## src/rwcst_pkg.sv

```systemverilog
`default_nettype none

package rwcst_pkg;

  // widest slot index the table supports
  localparam int unsigned SLOT_W  = 6;
  localparam int unsigned SEQ_W   = 63;
  localparam int unsigned MAX_RES = 32;

  typedef enum logic [2:0] {
    OP_ADD   = 3'd0,
    OP_ACK   = 3'd1,
    OP_REQ   = 3'd2,
    OP_QUERY = 3'd3,
    OP_NEXT  = 3'd4,
    OP_LIST  = 3'd5
  } op_e;

  localparam logic [1:0] ST_UNSENT    = 2'd0;
  localparam logic [1:0] ST_UNACKED   = 2'd1;
  localparam logic [1:0] ST_REQUESTED = 2'd2;
  localparam logic [1:0] ST_ACKED     = 2'd3;

  localparam logic [2:0] OC_OK        = 3'd0;
  localparam logic [2:0] OC_REPLACED  = 3'd1;
  localparam logic [2:0] OC_COLLISION = 3'd2;
  localparam logic [2:0] OC_BASE_MISS = 3'd3;
  localparam logic [2:0] OC_NONE      = 3'd4;

  typedef struct packed {
    logic [2:0]       operation;
    logic [SEQ_W-1:0] seq_number;
    logic [1:0]       entry_status_in;
    logic             relevant_in;
    logic [31:0]      request_bitmap;
    logic [5:0]       bitmap_length;
  } cmd_t;

  typedef struct packed {
    logic [2:0]       outcome;
    logic             found;
    logic [SEQ_W-1:0] seq_out;
    logic [5:0]       missing_count;
    logic             last_result;
  } rsp_t;

  // classified operation handed from front to back
  typedef struct packed {
    op_e               op;
    logic [SEQ_W-1:0]  seq;
    logic [1:0]        status;
    logic              rel;
    logic [31:0]       bmp;
    logic [5:0]        len;
    logic [SLOT_W-1:0] slot;
  } work_t;

  typedef struct packed {
    logic [SEQ_W-1:0] seq;
    logic [1:0]       status;
    logic             rel;
  } slot_t;

endpackage

`default_nettype wire

```

## src/rwcst_front.sv

```systemverilog
`default_nettype none

module rwcst_front #(
  parameter int unsigned WINDOW      = 32,
  parameter int unsigned BITMAP_BITS = 32
) (
  input  wire logic            clk_i,
  input  wire logic            rst_ni,
  input  wire logic            start,
  output logic                 busy,
  input  rwcst_pkg::cmd_t      cmd_i,
  output logic                 push_o,
  output rwcst_pkg::work_t     work_o,
  input  wire logic            full_i
);
  import rwcst_pkg::*;

  localparam int unsigned IDX_W   = $clog2(WINDOW);
  localparam bit          IS_POW2 = ((WINDOW & (WINDOW - 1)) == 0);
  localparam int unsigned LEN_MAX = (BITMAP_BITS < 32) ? BITMAP_BITS : 32;
  localparam logic [IDX_W:0] WIN_C = (IDX_W+1)'(WINDOW);

  typedef enum logic [2:0] {
    F_IDLE = 3'b001,
    F_MOD  = 3'b010,
    F_PUSH = 3'b100
  } fstate_e;

  fstate_e          state_q, state_d;
  work_t            work_q, work_d;
  logic [IDX_W-1:0] rem_q, rem_d;
  logic [3:0]       chunk_q, chunk_d;
  logic [IDX_W:0]   rem_t;
  logic [63:0]      seq_pad;
  logic [3:0]       chunk_bits;

  assign busy       = (state_q != F_IDLE);
  assign work_o     = work_q;
  assign seq_pad    = {1'b0, work_q.seq};
  assign chunk_bits = seq_pad[{chunk_q, 2'b00} +: 4];

  always_comb begin
    state_d = state_q;
    work_d  = work_q;
    rem_d   = rem_q;
    chunk_d = chunk_q;
    push_o  = 1'b0;
    rem_t   = '0;
    case (state_q)
      F_IDLE: begin
        if (start && (cmd_i.operation <= OP_LIST)) begin
          work_d.op     = op_e'(cmd_i.operation);
          work_d.seq    = cmd_i.seq_number;
          work_d.status = cmd_i.entry_status_in;
          work_d.rel    = cmd_i.relevant_in;
          work_d.bmp    = cmd_i.request_bitmap;
          work_d.len    = (cmd_i.bitmap_length > 6'(LEN_MAX)) ? 6'(LEN_MAX)
                                                               : cmd_i.bitmap_length;
          rem_d         = '0;
          chunk_d       = 4'd15;
          if (IS_POW2) begin
            work_d.slot = SLOT_W'(cmd_i.seq_number[IDX_W-1:0]);
            state_d     = F_PUSH;
          end else begin
            work_d.slot = '0;
            state_d     = F_MOD;
          end
        end
      end
      F_MOD: begin
        // four remainder steps per cycle, top bits first
        rem_t = {1'b0, rem_q};
        for (int b = 3; b >= 0; b--) begin
          rem_t = {rem_t[IDX_W-1:0], chunk_bits[b]};
          if (rem_t >= WIN_C) begin
            rem_t = rem_t - WIN_C;
          end
        end
        rem_d = rem_t[IDX_W-1:0];
        if (chunk_q == 4'd0) begin
          work_d.slot = SLOT_W'(rem_d);
          state_d     = F_PUSH;
        end else begin
          chunk_d = chunk_q - 4'd1;
        end
      end
      F_PUSH: begin
        if (!full_i) begin
          push_o  = 1'b1;
          state_d = F_IDLE;
        end
      end
      default: state_d = F_IDLE;
    endcase
  end

  always_ff @(posedge clk_i or negedge rst_ni) begin
    if (!rst_ni) begin
      state_q <= F_IDLE;
    end else begin
      state_q <= state_d;
    end
  end

  always_ff @(posedge clk_i) begin
    work_q  <= work_d;
    rem_q   <= rem_d;
    chunk_q <= chunk_d;
  end

endmodule

`default_nettype wire

```

## src/rwcst_queue.sv

```systemverilog
`default_nettype none

module rwcst_queue (
  input  wire logic        clk_i,
  input  wire logic        rst_ni,
  input  wire logic        push_i,
  input  rwcst_pkg::work_t data_i,
  output logic             full_o,
  input  wire logic        pop_i,
  output rwcst_pkg::work_t data_o,
  output logic             empty_o
);
  import rwcst_pkg::*;

  work_t      entry_q [2];
  logic       wr_ptr_q, rd_ptr_q;
  logic [1:0] cnt_q;

  assign full_o  = (cnt_q == 2'd2);
  assign empty_o = (cnt_q == 2'd0);
  assign data_o  = entry_q[rd_ptr_q];

  always_ff @(posedge clk_i or negedge rst_ni) begin
    if (!rst_ni) begin
      wr_ptr_q <= 1'b0;
      rd_ptr_q <= 1'b0;
      cnt_q    <= 2'd0;
    end else begin
      if (push_i) begin
        wr_ptr_q <= ~wr_ptr_q;
      end
      if (pop_i) begin
        rd_ptr_q <= ~rd_ptr_q;
      end
      cnt_q <= cnt_q + {1'b0, push_i} - {1'b0, pop_i};
    end
  end

  always_ff @(posedge clk_i) begin
    if (push_i) begin
      entry_q[wr_ptr_q] <= data_i;
    end
  end

endmodule

`default_nettype wire

```

## src/rwcst_back.sv

```systemverilog
`default_nettype none

module rwcst_back #(
  parameter int unsigned WINDOW      = 32,
  parameter int unsigned BITMAP_BITS = 32
) (
  input  wire logic        clk_i,
  input  wire logic        rst_ni,
  input  wire logic        empty_i,
  input  rwcst_pkg::work_t work_i,
  output logic             pop_o,
  output logic             rsp_valid_o,
  output rwcst_pkg::rsp_t  rsp_o
);
  import rwcst_pkg::*;

  localparam int unsigned IDX_W   = $clog2(WINDOW);
  localparam int unsigned LEN_MAX = (BITMAP_BITS < 32) ? BITMAP_BITS : 32;
  localparam int unsigned CNT_W   = ($clog2(WINDOW + 1) > 6) ? $clog2(WINDOW + 1) : 6;

  typedef enum logic [2:0] {
    S_IDLE  = 3'b001,
    S_RUN   = 3'b010,
    S_FLUSH = 3'b100
  } bstate_e;

  bstate_e            state_q, state_d;
  work_t              cur_q, cur_d;
  logic [CNT_W-1:0]   iss_q, iss_d, total_q, total_d;
  logic [IDX_W-1:0]   addr_q, addr_d;
  logic [SEQ_W-1:0]   key_q, key_d, key_inc;
  logic [LEN_MAX-1:0] bmp_q, bmp_d;

  logic               rd_vld_q, rd_vld_d;
  logic [IDX_W-1:0]   rd_idx_q, rd_idx_d;
  logic [SEQ_W-1:0]   rd_key_q, rd_key_d;
  logic               rd_base_q, rd_base_d, rd_use_q, rd_use_d, rd_last_q, rd_last_d;

  slot_t              mem [WINDOW];
  slot_t              mem_q, byp_data_q, rdat, wdata;
  logic               byp_q, we;
  logic [IDX_W-1:0]   raddr;
  logic [WINDOW-1:0]  valid_q, valid_d;

  logic               base_hit_q, base_hit_d, base_hit_f;
  logic [5:0]         miss_q, miss_d, nres_q, nres_d;
  logic               best_vld_q, best_vld_d, have_q, have_d;
  logic [SEQ_W-1:0]   best_q, best_d, prev_q, prev_d;

  logic               rsp_valid_q, rsp_valid_d;
  rsp_t               rsp_q, rsp_d;

  logic               issue, vld, hit, cand;

  assign rsp_valid_o = rsp_valid_q;
  assign rsp_o       = rsp_q;

  assign issue   = (state_q == S_RUN) && (iss_q < total_q);
  assign key_inc = key_q + SEQ_W'(1);
  assign rdat    = byp_q ? byp_data_q : mem_q;
  assign vld     = valid_q[rd_idx_q];
  assign hit     = vld && (rdat.seq == rd_key_q);
  assign cand    = vld && (rdat.status == cur_q.status) && (!have_q || (rdat.seq > prev_q));

  always_comb begin
    case (cur_q.op)
      OP_ADD, OP_QUERY: raddr = cur_q.slot[IDX_W-1:0];
      OP_REQ:           raddr = addr_q;
      default:          raddr = iss_q[IDX_W-1:0];
    endcase
  end

  always_comb begin
    state_d     = state_q;
    cur_d       = cur_q;
    iss_d       = iss_q;
    total_d     = total_q;
    addr_d      = addr_q;
    key_d       = key_q;
    bmp_d       = bmp_q;
    rd_vld_d    = 1'b0;
    rd_idx_d    = rd_idx_q;
    rd_key_d    = rd_key_q;
    rd_base_d   = rd_base_q;
    rd_use_d    = rd_use_q;
    rd_last_d   = rd_last_q;
    we          = 1'b0;
    wdata       = rdat;
    valid_d     = valid_q;
    base_hit_d  = base_hit_q;
    base_hit_f  = base_hit_q;
    miss_d      = miss_q;
    nres_d      = nres_q;
    best_vld_d  = best_vld_q;
    best_d      = best_q;
    have_d      = have_q;
    prev_d      = prev_q;
    rsp_valid_d = 1'b0;
    rsp_d       = '0;
    pop_o       = 1'b0;

    // dispatch
    if ((state_q == S_IDLE) && !empty_i) begin
      pop_o      = 1'b1;
      cur_d      = work_i;
      iss_d      = '0;
      addr_d     = work_i.slot[IDX_W-1:0];
      key_d      = work_i.seq;
      bmp_d      = work_i.bmp[LEN_MAX-1:0];
      base_hit_d = 1'b0;
      miss_d     = '0;
      best_vld_d = 1'b0;
      have_d     = 1'b0;
      nres_d     = '0;
      state_d    = S_RUN;
      case (work_i.op)
        OP_ADD, OP_QUERY: total_d = CNT_W'(1);
        OP_REQ:           total_d = CNT_W'(work_i.len) + CNT_W'(1);
        default:          total_d = CNT_W'(WINDOW);
      endcase
    end

    // read issue
    if (issue) begin
      iss_d     = iss_q + CNT_W'(1);
      rd_vld_d  = 1'b1;
      rd_idx_d  = raddr;
      rd_key_d  = (cur_q.op == OP_REQ) ? key_q : cur_q.seq;
      rd_base_d = (iss_q == '0);
      rd_use_d  = (iss_q != '0) && bmp_q[0];
      rd_last_d = (iss_q == total_q - CNT_W'(1));
      if ((cur_q.op == OP_REQ) && (iss_q != '0)) begin
        bmp_d = bmp_q >> 1;
        key_d = key_inc;
        if (key_inc == '0) begin
          addr_d = '0;
        end else if (addr_q == IDX_W'(WINDOW - 1)) begin
          addr_d = '0;
        end else begin
          addr_d = addr_q + IDX_W'(1);
        end
      end
    end

    // process registered read
    if (rd_vld_q) begin
      case (cur_q.op)
        OP_ADD: begin
          rsp_valid_d       = 1'b1;
          rsp_d.seq_out     = cur_q.seq;
          rsp_d.last_result = 1'b1;
          state_d           = S_IDLE;
          if (vld && (rdat.seq != cur_q.seq)) begin
            rsp_d.outcome = OC_COLLISION;
          end else begin
            we                = 1'b1;
            wdata.seq         = cur_q.seq;
            wdata.status      = cur_q.status;
            wdata.rel         = cur_q.rel;
            valid_d[rd_idx_q] = 1'b1;
            rsp_d.outcome     = vld ? OC_REPLACED : OC_OK;
          end
        end
        OP_QUERY: begin
          rsp_valid_d       = 1'b1;
          rsp_d.outcome     = OC_OK;
          rsp_d.found       = hit && rdat.rel && (rdat.status == ST_ACKED);
          rsp_d.last_result = 1'b1;
          state_d           = S_IDLE;
        end
        OP_REQ: begin
          if (rd_base_q) begin
            base_hit_d = hit;
            base_hit_f = hit;
          end
          if ((rd_base_q || rd_use_q) && hit) begin
            we           = 1'b1;
            wdata.status = ST_REQUESTED;
          end
          if (rd_use_q && !hit) begin
            miss_d = miss_q + 6'd1;
          end
          if (rd_last_q) begin
            rsp_valid_d         = 1'b1;
            rsp_d.outcome       = base_hit_f ? OC_OK : OC_BASE_MISS;
            rsp_d.missing_count = miss_d;
            rsp_d.last_result   = 1'b1;
            state_d             = S_IDLE;
          end
        end
        OP_ACK: begin
          if (vld && (rdat.seq <= cur_q.seq)) begin
            we           = 1'b1;
            wdata.status = ST_ACKED;
          end
          if (rd_last_q) begin
            rsp_valid_d       = 1'b1;
            rsp_d.outcome     = OC_OK;
            rsp_d.last_result = 1'b1;
            state_d           = S_IDLE;
          end
        end
        OP_NEXT, OP_LIST: begin
          if (cand && (!best_vld_q || (rdat.seq < best_q))) begin
            best_vld_d = 1'b1;
            best_d     = rdat.seq;
          end
          if (rd_last_q) begin
            if (cur_q.op == OP_NEXT) begin
              rsp_valid_d       = 1'b1;
              rsp_d.last_result = 1'b1;
              rsp_d.outcome     = best_vld_d ? OC_OK : OC_NONE;
              rsp_d.found       = best_vld_d;
              rsp_d.seq_out     = best_vld_d ? best_d : '0;
              state_d           = S_IDLE;
            end else if (best_vld_d) begin
              // hold the newest hit back until we know whether it is the last
              if (have_q) begin
                rsp_valid_d   = 1'b1;
                rsp_d.outcome = OC_OK;
                rsp_d.found   = 1'b1;
                rsp_d.seq_out = prev_q;
              end
              have_d = 1'b1;
              prev_d = best_d;
              nres_d = nres_q + 6'd1;
              if (nres_q == 6'(MAX_RES - 1)) begin
                state_d = S_FLUSH;
              end else begin
                iss_d      = '0;
                best_vld_d = 1'b0;
              end
            end else begin
              rsp_valid_d       = 1'b1;
              rsp_d.last_result = 1'b1;
              rsp_d.outcome     = have_q ? OC_OK : OC_NONE;
              rsp_d.found       = have_q;
              rsp_d.seq_out     = have_q ? prev_q : '0;
              state_d           = S_IDLE;
            end
          end
        end
        default: state_d = S_IDLE;
      endcase
    end

    if (state_q == S_FLUSH) begin
      rsp_valid_d       = 1'b1;
      rsp_d.outcome     = OC_OK;
      rsp_d.found       = 1'b1;
      rsp_d.seq_out     = prev_q;
      rsp_d.last_result = 1'b1;
      state_d           = S_IDLE;
    end
  end

  // slot store, read data registered, bypass for a write to the address being read
  always_ff @(posedge clk_i) begin
    if (we) begin
      mem[rd_idx_q] <= wdata;
    end
    mem_q      <= mem[raddr];
    byp_q      <= we && (rd_idx_q == raddr);
    byp_data_q <= wdata;
  end

  always_ff @(posedge clk_i or negedge rst_ni) begin
    if (!rst_ni) begin
      state_q     <= S_IDLE;
      valid_q     <= '0;
      rd_vld_q    <= 1'b0;
      rsp_valid_q <= 1'b0;
      iss_q       <= '0;
      total_q     <= '0;
    end else begin
      state_q     <= state_d;
      valid_q     <= valid_d;
      rd_vld_q    <= rd_vld_d;
      rsp_valid_q <= rsp_valid_d;
      iss_q       <= iss_d;
      total_q     <= total_d;
    end
  end

  always_ff @(posedge clk_i) begin
    cur_q      <= cur_d;
    addr_q     <= addr_d;
    key_q      <= key_d;
    bmp_q      <= bmp_d;
    rd_idx_q   <= rd_idx_d;
    rd_key_q   <= rd_key_d;
    rd_base_q  <= rd_base_d;
    rd_use_q   <= rd_use_d;
    rd_last_q  <= rd_last_d;
    base_hit_q <= base_hit_d;
    miss_q     <= miss_d;
    nres_q     <= nres_d;
    best_vld_q <= best_vld_d;
    best_q     <= best_d;
    have_q     <= have_d;
    prev_q     <= prev_d;
    rsp_q      <= rsp_d;
  end

endmodule

`default_nettype wire

```

## src/reliable_writer_change_status_table.sv

```systemverilog
// channel       | signals                 | transfer
// command in    | start, busy, cmd_i      | start high while busy low
// result out    | rsp_valid_o, rsp_o      | strobe for one cycle, always taken
//
// the back runs each popped transaction as a run of slot reads: add and query read
// one slot, request set len+1 slots, ack and next-with-status all WINDOW slots; list
// runs one WINDOW-slot scan per reported entry plus a closing empty scan, or a
// flush state after the 32nd entry (one slot read and one slot write per cycle)
// the front holds busy after each accepted transaction until it pushes it; for a
// non-power-of-two WINDOW it first reduces the slot index four bits a cycle. It
// overlaps the back through a 2-entry queue
// reset clears the slot valid bits at once, no clearing pass
// busy stays high while the front holds a command the queue cannot take
// the receiver cannot stall results
`default_nettype none

module reliable_writer_change_status_table #(
  parameter int unsigned WINDOW      = 32,
  parameter int unsigned BITMAP_BITS = 32
) (
  input  wire logic       clk_i,
  input  wire logic       rst_ni,
  input  wire logic       start,
  output logic            busy,
  input  rwcst_pkg::cmd_t cmd_i,
  output logic            rsp_valid_o,
  output rwcst_pkg::rsp_t rsp_o
);
  import rwcst_pkg::*;

  // front to queue
  logic  push, full;
  work_t push_work;

  // queue to back
  logic  pop, empty;
  work_t pop_work;

  // front: takes a transaction, works out its slot and clamps the bitmap length
  rwcst_front #(
    .WINDOW      (WINDOW),
    .BITMAP_BITS (BITMAP_BITS)
  ) u_front (
    .clk_i  (clk_i),
    .rst_ni (rst_ni),
    .start  (start),
    .busy   (busy),
    .cmd_i  (cmd_i),
    .push_o (push),
    .work_o (push_work),
    .full_i (full)
  );

  // short queue lets the front take the next command while the back scans
  rwcst_queue u_queue (
    .clk_i   (clk_i),
    .rst_ni  (rst_ni),
    .push_i  (push),
    .data_i  (push_work),
    .full_o  (full),
    .pop_i   (pop),
    .data_o  (pop_work),
    .empty_o (empty)
  );

  // back: owns the slot store and runs the lookups, scans and status updates
  rwcst_back #(
    .WINDOW      (WINDOW),
    .BITMAP_BITS (BITMAP_BITS)
  ) u_back (
    .clk_i       (clk_i),
    .rst_ni      (rst_ni),
    .empty_i     (empty),
    .work_i      (pop_work),
    .pop_o       (pop),
    .rsp_valid_o (rsp_valid_o),
    .rsp_o       (rsp_o)
  );

endmodule

`default_nettype wire
```

## config.mk

```make
export PLATFORM = sky130hd
export DESIGN_NAME = reliable_writer_change_status_table
export DESIGN_NICKNAME = d
export VERILOG_FILES = /design/src/rwcst_pkg.sv /design/src/rwcst_front.sv /design/src/rwcst_queue.sv /design/src/rwcst_back.sv /design/src/reliable_writer_change_status_table.sv
export SDC_FILE = /design/constraint.sdc
export NUM_CORES = 2
export LEC_CHECK = 0
export ABC_AREA = 1
export CELL_PAD_IN_SITES_DETAIL_PLACEMENT = 2
export CELL_PAD_IN_SITES_GLOBAL_PLACEMENT = 2
export CORE_MARGIN = 2
export CORE_UTILIZATION = 28
export DETAILED_ROUTE_END_ITERATION = 10
export DONT_BUFFER_PORTS = 1
export GPL_TIMING_DRIVEN = 0
export HOLD_SLACK_MARGIN = 0.15
export PLACE_DENSITY = 0.65
export SYNTH_ARGS = -nofsm -noshare
export SYNTH_HDL_FRONTEND = slang
export SYNTH_SLANG_ARGS = --single-unit
```

## constraint.sdc

```tcl
create_clock -name clk_i -period 8.8 [get_ports clk_i]
set_input_delay 1.32 -clock clk_i [delete_from_list [all_inputs] [get_ports clk_i]]
set_output_delay 1.32 -clock clk_i [all_outputs]
set_load 0.02 [all_outputs]
```

==> insert_results.sql <==
INSERT INTO impl_metrics (metric_group, metric, value, unit) VALUES
('run_status', 'status', 'complete, but fails checks', ''),
('run_status', 'failed_checks', 'max-capacitance violations, max-slew violations', ''),
('grt', 'grt_remaining_overflow', '0', ''),
('sta', 'maxClockFrequency', '0.137', 'GHz'),
('floorplan', 'num_io_pins', '186', ''),
('routing', 'drt-vias-per-instance', '5.38', ''),
('cts', 'insertion_delay', '1.00', 'ns'),
('worst_setup_path', 'critical_path_arrival', '7.96', 'ns'),
('power', 'power.total', '30.8', 'mW'),
('grt', 'grt_util_all_layers', '24.1', '%'),
('worst_setup_path', 'crit_required', '9.46', 'ns'),
('worst_setup_path', 'reg2reg_setup_slack', '1.50', 'ns'),
('sta', 'worst_slew_pin_slew', '1.57', 'ns'),
('synth', 'ys_seq_area_share', '69.8', '%'),
('worst_setup_path', 'cp_slowest_cell', 'buf_1', ''),
('synth', 'synth-adder-area-share', '2.02', '%'),
('routing', 'route.detailed.drc', '0', ''),
('place', 'detailedPlacementHpwl', '421000', 'microns'),
('sta', 'rsz0062_at_grt', 'false', ''),
('routing', 'drtIter0Drc', '9691', ''),
('final_layout', 'final_core_utilization', '33.5', '%'),
('grt', 'number_of_antenna_violations_at_the_first_check_in_global_routing', '66', ''),
('floorplan', 'fp.dieArea', '460000', 'sq um'),
('cts', 'cts_tree', 'built', ''),
('sta', 'setup_viol_count_final', '0', ''),
('power', 'vdd.ir_drop.worst', '183', 'uV'),
('cts', 'cts_setup_buffers', '0', ''),
('worst_setup_path', 'critical_path.endpoint_type', 'flip-flop', ''),
('synth', 'synthesized_area_fraction_occupied_by_ao_oa_aoi_and_oai_cells', '9.85', '%'),
('worst_setup_path', 'path_depth_of_the_worst_reg2reg_path', '18', ''),
('synth', 'synth-async-reset-ratio', '1.79', '%'),
('cts', 'cts.repair.resized', '0', ''),
('place', 'dpl_cell_area', '140000', 'sq um'),
('synth', 'synth_fp_nets', '11300', ''),
('worst_setup_path', 'critical_path.max_stage_delay', '0.95', 'ns'),
('sta', 'timing_hold_violations_final', '0', ''),
('hold_path', 'worstHoldPathType', 'in2async', ''),
('synth', 'ys_ff_latch', '3076', ''),
('grt', 'grt_pass1_wl', '790000', 'microns'),
('final_layout', 'fillerInstances', '47400', ''),
('synth', 'synthXorXnorAreaFrac', '0.956', '%'),
('worst_setup_path', 'rr_startpoint', 'u_back.byp_q', ''),
('floorplan', 'rows', '247', ''),
('place', 'gpl_wtd_cong', '0.897', ''),
('synth', 'post_synth_and_or_nand_nor_area_fraction', '13.7', '%'),
('final_layout', 'final-instance-count-excl-fill', '17800', ''),
('floorplan', 'floorplan.initialDensity', '28.1', '%'),
('grt', 'largest_net_degree_at_the_start_of_global_routing', '54', ''),
('final_layout', 'layout_stage_area_growth_over_the_synthesis_result', '19.0', '%'),
('floorplan', 'core_area', '453000', 'sq um'),
('cts', 'clockBufferDepth', '4', ''),
('final_layout', 'drive_above_1_share', '8.44', '%'),
('final_layout', 'final_cell_area', '152000', 'sq um'),
('sta', 'report.final.slew_viol_count', '22', ''),
('sta', 'final_min_period_over_clock_period', '83.0', '%'),
('floorplan', 'floorplan_die_height', '678', 'microns'),
('place', 'port_buffers', '0', ''),
('final_layout', 'fin_nets', '11800', ''),
('sta', 'layout_min_cycle_time', '7.30', 'ns'),
('floorplan', 'chipWidth', '678', 'microns'),
('routing', 'detail_route.first_pass.iterations', '5', ''),
('synth', 'netlist_area', '127000', 'sq um'),
('job', 'timing.max_cap.violations', '2', ''),
('sta', 'timing.slew.headroom', '-4.62', '%'),
('cts', 'cts_htree_levels', '5', ''),
('cts', 'clock_sinks', '3076', ''),
('sta', 'clock-skew-final', '0.108', 'ns'),
('worst_setup_path', 'timing.critical_path.from', 'u_back.byp_q', ''),
('synth', 'edff_count_synth', '2699', ''),
('cts', 'cts-buffers-inserted', '352', ''),
('place', 'placed_cells', '17100', '');
[cells in the final DEF (no fill, tap or decap), types with 34 or more instances in the layout]
master / Yosys / layout
a21oi_1: 126 / 125
a31oi_1: 64 / 64
buf_1: 66 / 64
buf_12: 0 / 164
buf_2: 77 / 79
clkbuf_1: 481 / 547
clkbuf_16: 0 / 363
clkinv_1: 5 / 63
clkinv_2: 0 / 57
dfrtp_1: 53 / 53
dfxtp_1: 322 / 322
diode_2: 0 / 44
edfxtp_1: 2699 / 2699
ha_1: 206 / 206
inv_1: 424 / 423
mux2i_1: 39 / 39
nand2_1: 2051 / 2050
nand3_1: 120 / 120
nand4_1: 114 / 114
nor2_1: 1997 / 1959
nor2_4: 2 / 37
nor3_1: 70 / 69
o211ai_1: 71 / 71
o21ai_0: 715 / 701
o21ai_1: 272 / 222
o21ai_4: 0 / 57
o21bai_1: 57 / 57
o221ai_1: 34 / 34
o22ai_1: 105 / 105
o32ai_1: 471 / 471
or2_2: 36 / 36
xor2_1: 116 / 116
[area by class of cell]
cell class              count  area, sq um  area share [%]
clock inverters           184         1820            1.20
inverters                 449         1690            1.12
plain buffers             637         2580            1.70
repair buffers            201         4150            2.74
well taps                5976         7480            4.93
multi-input cells        6802        35200            23.2
flip-flops and latches   3076        88900            58.6
diodes                     44          110          0.0727
clock buffers             461         9670            6.38
[metrics by stage]
step | TNS (ns) | hold WS, ns | worst slack, ns
after floorplan | 0 | 0.421 | 1.61
after global placement | -9887.03 | 0.423 | -5.39
after detailed placement | 0 | 0.435 | 1.59
after CTS | 0 | 0.181 | 1.58
after global routing | 0 | 0.215 | 1.42
final | 0 | 0.245 | 1.50
[logic make-up (layout without fill, tap and decap cells)]
logic type	after synthesis	count (layout)
AOI/OAI and AO/OA	1979	1979
xor gates and xnor gates	139	139
muxes	39	39
buffers and inverters	1086	1932
adders and majority gates	206	206
and+or+nand+nor	4439	4439
other	0	44
DFF	3076	3076
[state kept, by name (all words and copies together), names as in the netlist, 6 cells and up]
| name | cells |
|---|---|
| u_back.bmp_q | 32 |
| u_back.prev_q | 63 |
| u_back.valid_q | 32 |
| u_back.total_q | 6 |
| u_back.best_q | 63 |
| u_back.nres_q | 6 |
| u_front.work_o | 107 |
| u_back.iss_q | 6 |
| u_back.mem | 2112 |
| u_back.byp_data_q | 66 |
| u_back.rsp_o | 74 |
| u_back.cur_q | 69 |
| u_back.key_q | 63 |
| u_back.miss_q | 6 |
| u_back.rd_key_q | 63 |
| u_queue.entry_q | 214 |
| u_back.mem_q | 66 |
[worst max-delay path, delay by kind of cell, from the launching register on]
family	cells	cell delay, ns
fa+ha+maj	1	0.19
buf+inv	6	2.49
flops	1	0.38
simple gates	11	3.85
[where the power goes]
group,internal (mW),switching [mW]
sequential,15.8,0.0393
combinational,0.0269,0.0902
clock,8.49,6.43
total,24.3,6.56
[final timing paths]
kind,end
setup / recovery,u_back.mem[16][29]
hold / removal,u_back.valid_q[15]
setup reg to reg,u_back.mem[16][29]
hold reg to reg,u_queue.entry_q[0][109]
max in group asynchronous,u_back.valid_q[29]
min in group clk_i,u_queue.entry_q[0][109]
[routing by layer]
| layer | part of all wire (%) | track usage [%] | routed length, microns |
|---|---|---|---|
| met1 | 40 | 30.7 | 231000 |
| met2 | 47 | 40.3 | 272000 |
| met3 | 6.9 | 3.50 | 39400 |
| met4 | 5.2 | 11.1 | 29600 |
| met5 | 0.059 | 0 | 339 |
[cell usage after synthesis, types with 6 or more instances]
cell type  number  area, sq um
buf_6           7         78.8
nor4_1         22          138
o21ai_0       715         3580
mux2i_1        39          390
a21oi_1       126          631
nor3_1         70          350
o221ai_1       34          298
nand2_1      2051         7700
buf_4           6         45.0
ha_1          206         2580
o21ai_1       272         1360
edfxtp_1     2699        81000
buf_2          77          385
inv_2          20         75.1
o21bai_1       57          428
o311ai_1       24          210
clkbuf_1      481         1810
buf_1          66          248
xnor2_1        23          201
dfxtp_1       322         6450
o22ai_1       105          657
a31oi_1        64          400
dfrtp_1        53         1330
nand4_1       114          713
xor2_1        116         1020
a22oi_1        18          135
or2_2          36          225
nor2_1       1997         7500
inv_1         424         1590
o21a_1          6         45.0
o211ai_1       71          533
nand3_1       120          601
o32ai_1       471         4130
(Power assumes the default switching activity.)
